[src/hw/rtl/bpfm_pkg.sv]
// ----------------------------------------------------------------------------
// bpfm_pkg
// Shared constants and types for the byte pattern first-match search block.
// ----------------------------------------------------------------------------
package bpfm_pkg;

    localparam int MAX_PATTERN_DEF = 16;
    localparam int OFFSET_BITS_DEF = 32;

    localparam int PAT_BYTES = 16;
    localparam int PAT_W     = PAT_BYTES * 8;
    localparam int PAT_SEL_W = $clog2(PAT_BYTES);
    localparam int LEN_W     = 5;
    localparam int OFF_W     = 32;
    localparam int DATA_W    = 64;
    localparam int ADDR_W    = 5;
    localparam int REG_IDX_W = 2;

    localparam logic [REG_IDX_W-1:0] REG_PAT_LOW  = 2'd0;
    localparam logic [REG_IDX_W-1:0] REG_PAT_HIGH = 2'd1;
    localparam logic [REG_IDX_W-1:0] REG_PAT_LEN  = 2'd2;
    localparam logic [REG_IDX_W-1:0] REG_START    = 2'd3;

    localparam logic [LEN_W-1:0] LEN_RESET = 5'd1;

    typedef struct packed {
        logic             found;
        logic [OFF_W-1:0] offset;
    } t_result;

endpackage

[src/hw/rtl/bpfm_cell.sv]
// ----------------------------------------------------------------------------
// bpfm_cell
// One window cell: holds one buffer byte, passes it on to the next cell on
// every transfer, and compares the incoming byte with its pattern byte.
// ----------------------------------------------------------------------------
module bpfm_cell #(
    parameter int CELL_IDX = 0
) (
    input  logic                       i_clk,
    input  logic                       i_en,
    input  logic [7:0]                 i_byte,
    input  logic [bpfm_pkg::PAT_W-1:0] i_pattern,
    input  logic [bpfm_pkg::LEN_W-1:0] i_length,
    output logic [7:0]                 o_byte,
    output logic                       o_hit
);
    import bpfm_pkg::*;

    logic [7:0]           r_byte;
    logic [7:0]           diff;
    logic [PAT_SEL_W-1:0] sel;
    logic [7:0]           pat_byte;
    logic                 unused;

    // cell k checks pattern byte (length - 1 - k); cells past the length pass
    assign diff     = {3'b000, i_length} - 8'(CELL_IDX) - 8'd1;
    assign sel      = diff[PAT_SEL_W-1:0];
    assign pat_byte = i_pattern[sel*8 +: 8];
    assign unused   = 8'(CELL_IDX) >= {3'b000, i_length};
    assign o_hit    = unused || (i_byte == pat_byte);
    assign o_byte   = r_byte;

    always_ff @(posedge i_clk) begin
        if (i_en) begin
            r_byte <= i_byte;
        end
    end

endmodule

[src/hw/rtl/byte_pattern_first_match.sv]
// ----------------------------------------------------------------------------
// byte_pattern_first_match
// Streaming first-match search of a 1 to 16 byte pattern in a byte buffer.
// Results are registered in the output register, or in the skid entry.
// Throughput: one byte per cycle unless stalled; the cell chain compares all
// window positions at once and a two-entry output buffer decouples the sides.
// Reset: synchronous, active low; clears counter, flags, output buffer and
// sets pattern_length to 1. The window bytes are not cleared.
// ----------------------------------------------------------------------------
module byte_pattern_first_match #(
    parameter int MAX_PATTERN = bpfm_pkg::MAX_PATTERN_DEF,
    parameter int OFFSET_BITS = bpfm_pkg::OFFSET_BITS_DEF
) (
    input  logic                        i_clk,
    input  logic                        i_rst_n,
    input  logic                        i_in_valid,
    output logic                        o_in_stall,
    input  logic [7:0]                  i_data_byte,
    input  logic                        i_end_of_buffer,
    output logic                        o_out_valid,
    input  logic                        i_out_stall,
    output logic                        o_found,
    output logic [bpfm_pkg::OFF_W-1:0]  o_start_offset,
    input  logic                        psel,
    input  logic                        penable,
    input  logic                        pwrite,
    input  logic [bpfm_pkg::ADDR_W-1:0] paddr,
    input  logic [bpfm_pkg::DATA_W-1:0] pwdata,
    output logic [bpfm_pkg::DATA_W-1:0] prdata,
    output logic                        pready
);
    import bpfm_pkg::*;

    localparam int CMP_W = (OFFSET_BITS > OFF_W) ? OFFSET_BITS : OFF_W;
    localparam logic [OFFSET_BITS-1:0] COUNT_MAX = {OFFSET_BITS{1'b1}};

    logic [DATA_W-1:0]      r_pat_low;
    logic [DATA_W-1:0]      r_pat_high;
    logic [LEN_W-1:0]       r_len;
    logic [OFF_W-1:0]       r_start;

    logic [OFFSET_BITS-1:0] r_seen;
    logic                   r_answered;

    logic                   r_out_valid;
    t_result                r_out;
    logic                   r_skid_valid;
    t_result                r_skid;

    logic                   cfg_wr;
    logic [REG_IDX_W-1:0]   reg_idx;
    logic                   accept;
    logic                   out_take;
    logic [PAT_W-1:0]       pattern;
    logic [7:0]             chain [MAX_PATTERN+1];
    logic [MAX_PATTERN-1:0] hits;
    logic                   rep;
    logic                   len_ok;
    logic [CMP_W-1:0]       pos1;
    logic [CMP_W-1:0]       len_ext;
    logic [CMP_W-1:0]       start_pos;
    logic                   match;
    logic                   res_valid;
    t_result                res;

    // configuration port
    assign pready  = 1'b1;
    assign reg_idx = paddr[ADDR_W-1:3];
    assign cfg_wr  = psel && penable && pwrite && pready;

    always_comb begin
        case (reg_idx)
            REG_PAT_LOW:  prdata = r_pat_low;
            REG_PAT_HIGH: prdata = r_pat_high;
            REG_PAT_LEN:  prdata = {{(DATA_W-LEN_W){1'b0}}, r_len};
            REG_START:    prdata = {{(DATA_W-OFF_W){1'b0}}, r_start};
            default:      prdata = '0;
        endcase
    end

    always_ff @(posedge i_clk) begin
        if (!i_rst_n) begin
            r_pat_low  <= '0;
            r_pat_high <= '0;
            r_len      <= LEN_RESET;
            r_start    <= '0;
        end else if (cfg_wr) begin
            case (reg_idx)
                REG_PAT_LOW:  r_pat_low  <= pwdata;
                REG_PAT_HIGH: r_pat_high <= pwdata;
                REG_PAT_LEN:  r_len      <= pwdata[LEN_W-1:0];
                REG_START:    r_start    <= pwdata[OFF_W-1:0];
                default:      ;
            endcase
        end
    end

    // window cell chain
    assign accept  = i_in_valid && !o_in_stall;
    assign pattern = {r_pat_high, r_pat_low};
    assign chain[0] = i_data_byte;

    for (genvar k = 0; k < MAX_PATTERN; k++) begin : g_cell
        bpfm_cell #(
            .CELL_IDX (k)
        ) u_cell (
            .i_clk     (i_clk),
            .i_en      (accept),
            .i_byte    (chain[k]),
            .i_pattern (pattern),
            .i_length  (r_len),
            .o_byte    (chain[k+1]),
            .o_hit     (hits[k])
        );
    end

    // match decision
    assign rep       = r_seen != COUNT_MAX;
    assign len_ok    = (r_len != '0) && (r_len <= LEN_W'(PAT_BYTES))
                       && ({{(CMP_W-LEN_W){1'b0}}, r_len} <= CMP_W'(MAX_PATTERN));
    assign pos1      = CMP_W'(r_seen) + CMP_W'(1);
    assign len_ext   = {{(CMP_W-LEN_W){1'b0}}, r_len};
    assign start_pos = pos1 - len_ext;
    assign match     = rep && len_ok && (pos1 >= len_ext)
                       && (start_pos >= CMP_W'(r_start)) && (&hits);
    assign res_valid = accept && !r_answered && (match || i_end_of_buffer);
    assign res.found  = match;
    assign res.offset = match ? start_pos[OFF_W-1:0] : '0;

    always_ff @(posedge i_clk) begin
        if (!i_rst_n) begin
            r_seen     <= '0;
            r_answered <= 1'b0;
        end else if (accept) begin
            if (i_end_of_buffer) begin
                r_seen     <= '0;
                r_answered <= 1'b0;
            end else begin
                if (rep) begin
                    r_seen <= r_seen + OFFSET_BITS'(1);
                end
                if (match) begin
                    r_answered <= 1'b1;
                end
            end
        end
    end

    // output register plus skid entry
    assign out_take   = r_out_valid && !i_out_stall;
    assign o_in_stall = r_skid_valid;

    always_ff @(posedge i_clk) begin
        if (!i_rst_n) begin
            r_out_valid  <= 1'b0;
            r_skid_valid <= 1'b0;
        end else if (out_take || !r_out_valid) begin
            r_out_valid  <= r_skid_valid || res_valid;
            r_skid_valid <= r_skid_valid && res_valid;
        end else if (res_valid) begin
            r_skid_valid <= 1'b1;
        end
    end

    always_ff @(posedge i_clk) begin
        if (out_take || !r_out_valid) begin
            r_out <= r_skid_valid ? r_skid : res;
            if (r_skid_valid && res_valid) begin
                r_skid <= res;
            end
        end else if (res_valid) begin
            r_skid <= res;
        end
    end

    assign o_out_valid    = r_out_valid;
    assign o_found        = r_out.found;
    assign o_start_offset = r_out.offset;

`ifndef ASSERT_OFF
    a_skid_behind_out: assert property (@(posedge i_clk) disable iff (!i_rst_n)
        r_skid_valid |-> r_out_valid)
        else $error("skid entry valid while output register empty");

    a_clear_on_last: assert property (@(posedge i_clk) disable iff (!i_rst_n)
        accept && i_end_of_buffer |=> (r_seen == '0) && !r_answered)
        else $error("buffer state not cleared after final byte");

    a_one_answer: assert property (@(posedge i_clk) disable iff (!i_rst_n)
        res_valid && !i_end_of_buffer |=> r_answered)
        else $error("match result given without marking buffer answered");

    a_reset_empty: assert property (@(posedge i_clk)
        !i_rst_n |=> !r_out_valid && !r_skid_valid && !r_answered)
        else $error("control state not cleared by reset");
`endif

endmodule
[config.mk]
export PLATFORM = sky130hd
export DESIGN_NAME = byte_pattern_first_match
export DESIGN_NICKNAME = d
export VERILOG_FILES = /design/src/hw/rtl/bpfm_pkg.sv /design/src/hw/rtl/bpfm_cell.sv /design/src/hw/rtl/byte_pattern_first_match.sv
export SDC_FILE = /design/constraint.sdc
export NUM_CORES = 1
export LEC_CHECK = 0
export BUFFER_PORTS_ARGS = -buffer_cell sky130_fd_sc_hd__buf_2
export CAP_MARGIN = 40
export CORE_MARGIN = 10
export CORE_UTILIZATION = 56
export DETAILED_ROUTE_END_ITERATION = 12
export PLACE_DENSITY = 0.77
export SLEW_MARGIN = 20
export SYNTH_ARGS = -nofsm -noshare
export SYNTH_HDL_FRONTEND = slang
export SYNTH_SLANG_ARGS = --single-unit
[constraint.sdc]
create_clock -name i_clk -period 8.9 [get_ports i_clk]
set_clock_uncertainty 0.15 [all_clocks]
set_input_delay 1.78 -clock i_clk [delete_from_list [all_inputs] [get_ports i_clk]]
set_output_delay 1.78 -clock i_clk [all_outputs]
set_load 0.005 [all_outputs]
==> results.yml <==
die:
  ioPinCount: 185
  die_area_sq_mm: 0.0600
  coreArea_sq_mm: 0.0501
  die_w_microns: 245
  fp.dieH_microns: 245
  num_rows: 82
  start_util: 0.566
cts:
  cts_buffer_depth: 3
  clock_sinks: 386
  cts_made_buffers: 44
  postCtsSetupRepairBufs: 0
  post_cts_resized: 0
  cts.htree.levels: 2
  cts_tree: "yes"
  ctsHoldBuffers: 0
  path_clk_slew_ps: 60
  cts-root-buf: "clkbuf_16"
  insertion_delay_ps: 600
timing:
  max_freq_mhz: 130
  rsz0062_at_grt: "no"
  worst_slack_ps: 1180
  fin_crit_sh: 0.867
  worst_pin_slew_ps: 958
  tns_ps: 0
  final_max_slew_viol_count: 0
  min_period_ps: 7720
  setup_viol: 0
  relSlewSlack: 0.356
  hold_viol_final: 0
setup_path:
  cp_slowest_stage_delay_ps: 740
  cp-end-kind: "register"
  cpMaxStageDelayCell: "nor3_1"
  critical_path.cell_chain: "nand4_1, nor3_1, o211ai_1, a22o_1, or3b_2, nor3_1, nand4_1, o21ai_0, o21ai_0, xor2_1, inv_1, ha_1, nand4_1, nor3_1, o21ai_0, a2111oi_0, dlymetal6s2s_1, nand2_1, nor4_2, a21oi_1, nor4_4, buf_4"
  worst-path-buf-inv: 3
  r2r_cells: 22
  rrSetupSlack_ps: 1180
  startpoint_type: "register"
  crit_fanout: 24
  crit_required_ps: 8990
  critPathTopFamily: "simple AND/OR/NAND/NOR gates"
  r2r-end: "r_skid[31]$_DFFE_PP_"
  regToRegStartpoint: "r_seen[6]$_SDFFE_PN0P_"
  crit_type: "reg -> reg"
  cp.arrival_ps: 7810
yosys:
  avgSynthCellArea_sq_um: 10.2
  async_reset_ff_frac: 0
  netlist_instances: 2767
  ys_types: 73
  synth_compound_area_frac: 0.129
  synth_fp_nets: 2904
  synth.largest_area_cell: "edfxtp_1"
  synth_top_area_frac: 0.197
  yosys_register_bits: 386
  synthMuxAreaShare: 0.264
  yosys_warnings: 0
  synth-main-ff-cell: "dfxtp_1"
  ys_seq_area_frac: 0.339
  synth.area.top_cells: "edfxtp_1 20%, mux4_2 19%, dfxtp_1 14%, mux2i_1 7.6%, nand2_1 6.3%"
  synth_xor_area_frac: 0.0637
  synthSimpleGateAreaFrac: 0.134
  synth_top_family_by_area: "multiplexers"
  syn_area_sq_mm: 0.0283
  synth-adder-area-share: 0.0232
  synth_edf_count: 186
hold_path:
  hp-start: "r_start[23]$_SDFFE_PN0P_"
  hold_path.class: "reg -> reg"
  whs_path_depth: 2
  min_to: "r_start[23]$_SDFFE_PN0P_"
global_route:
  grt_max_degree: 105
  grt_overflow_total: 0
  grt_pass1_vias: 22471
  grt_usage: 0.337
  grt_pass1_wl_microns: 151000
  grt_antenna_before_repair: 5
power_and_ir_drop:
  p_clk_frac: 0.439
  p_int_uw: 3320
  vdd_drop_max_mv: 0.133
  swShare: 0.262
  powerDensity_mw_per_mm2: 143
  p_leak_uw: 0.0114
  power_frac_seq: 0.442
  pwr-share-comb: 0.120
  switching_power_uw: 1170
  power_uw: 4490
place:
  pre_cts_slack_ps: 1220
  place.gp.congestion: 0.995
  dpl.hpwl_microns: 78100
  numPortBuffers: 180
  dpl.cell_count: 3452
final_layout:
  final_nets: 2970
  layout.cells.non_filler: 3541
  final_cell_mix: "471 x nand2_1, 234 x mux4_2, 216 x mux2i_1"
  final_common_cell: "nand2_1"
  layout-drive-gt1-share: 0.206
  syn_to_final_growth_pct: 10.6
  final_util: 0.626
drt:
  wl_per_cell_microns: 29.5
  drtIter0Drc: 4239
  drc: 0
  totalWireLength_microns: 104000
  drtPass1Iterations: 6
  vias: 24534
  avgViaCountPerCell: 6.93
  antenna_left: 0
job:
  max_cap_viol_count: 0
status:
  status: "completed"
## state kept, by name, indices dropped and copies added, names as in the netlist, 5 cells and up
register and count:
g_cell.u_cell.o_byte 120, r_pat_high 64, r_pat_low 64, r_skid 33, o_start_offset 32, r_seen 32
r_start 32, r_len 5
## metal layers
layer | vias up | part of all wire | global-route usage
met5 | - | 0.00023 | 0
met4 | 4 | 0.053 | 0.152
met3 | 264 | 0.13 | 0.0863
met2 | 1697 | 0.44 | 0.496
met1 | 12157 | 0.38 | 0.461
li1 | 10412 | - | -
## worst reg2reg max path, cell delays in order (launching register included)
cell,delay [ps]
dfxtp_1,610
nand4_1,290
nor3_1,740
o211ai_1,190
a22o_1,370
or3b_2,550
nor3_1,280
nand4_1,270
o21ai_0,210
o21ai_0,130
xor2_1,410
inv_1,100
ha_1,310
nand4_1,160
nor3_1,240
o21ai_0,250
a2111oi_0,510
dlymetal6s2s_1,260
nand2_1,90
nor4_2,430
a21oi_1,260
nor4_4,190
buf_4,360
## cell type report
cell class	count	area (sq um)
Antenna cell	4	10.0
Fill cell	4147	18700
Inverter	77	292
Sequential cell	386	9600
Clock buffer	51	1190
Tap cell	672	841
Timing Repair Buffer	243	1550
Clock inverter	27	350
Multi-Input combinational cell	2081	17500
## worst max path at each step
stage,startpoint,end,slack (ps),cells after the start
2_1_floorplan,r_len[1]$_SDFFE_PN0P_,r_skid[0]$_DFFE_PP_,980,27
3_3_place_gp,r_seen[0]$_SDFFE_PN0P_,r_skid[32]$_DFFE_PP_,1410,23
3_5_place_dp,r_seen[0]$_SDFFE_PN0P_,r_skid[28]$_DFFE_PP_,1220,23
4_1_cts,r_seen[0]$_SDFFE_PN0P_,r_skid[31]$_DFFE_PP_,1190,23
5_1_grt,r_seen[7]$_SDFFE_PN0P_,r_skid[31]$_DFFE_PP_,800,23
6_report,r_seen[6]$_SDFFE_PN0P_,r_skid[31]$_DFFE_PP_,1180,22
## power groups by stage
stage	clock network (uW)	logic [uW]	registers [uW]
2_1_floorplan	0	339	1990
3_3_place_gp	0	502	2020
3_5_place_dp	0	518	2020
4_1_cts	1970	520	1980
5_1_grt	2040	569	1990
6_report	1970	538	1980
## stage by stage
step	instance area, sq um	hold WS (ps)
4_1_cts	31200	316
5_1_grt	31300	331
6_report	31300	316
3_5_place_dp	29600	304
2_1_floorplan	28300	292
3_3_place_gp	29500	302
## Yosys cell counts, types with 3 or more instances
cell type and number:
o22ai_1 34, a31oi_1 19, mux2i_1 216, o21ai_0 53
a21o_1 21, nor2b_1 29, edfxtp_1 186, clkbuf_1 126
nand3_1 61, a211oi_1 10, dfxtp_1 200, o211ai_1 7
mux4_2 234, o31ai_1 27, or3_1 17, nor2_1 140
nor4_1 27, a22oi_1 43, nand4_1 23, a21boi_0 176
and3_1 23, or4_1 3, nand2b_1 9, xnor2_1 94
buf_1 23, xor2_1 100, a41oi_1 6, inv_1 75
and2_1 18, o31ai_4 6, a21oi_1 52, nor3_1 24
buf_4 17, a221oi_1 17, nand2_1 473, and4_1 3
a22o_1 17, buf_2 49, mux2_2 5, ha_1 51
buf_6 8
## kinds of logic (layout without fill, tap and decap cells)
| kind of cell | after synthesis | after routing |
|---|---|---|
| simple gates | 864 | 864 |
| compound gates | 510 | 510 |
| mux | 455 | 455 |
| flops | 386 | 386 |
| buf+inv | 300 | 398 |
| xor+xnor | 199 | 199 |
| fa+ha+maj | 52 | 52 |
| other cells | 1 | 5 |
Power figures use the tool's default switching activity.
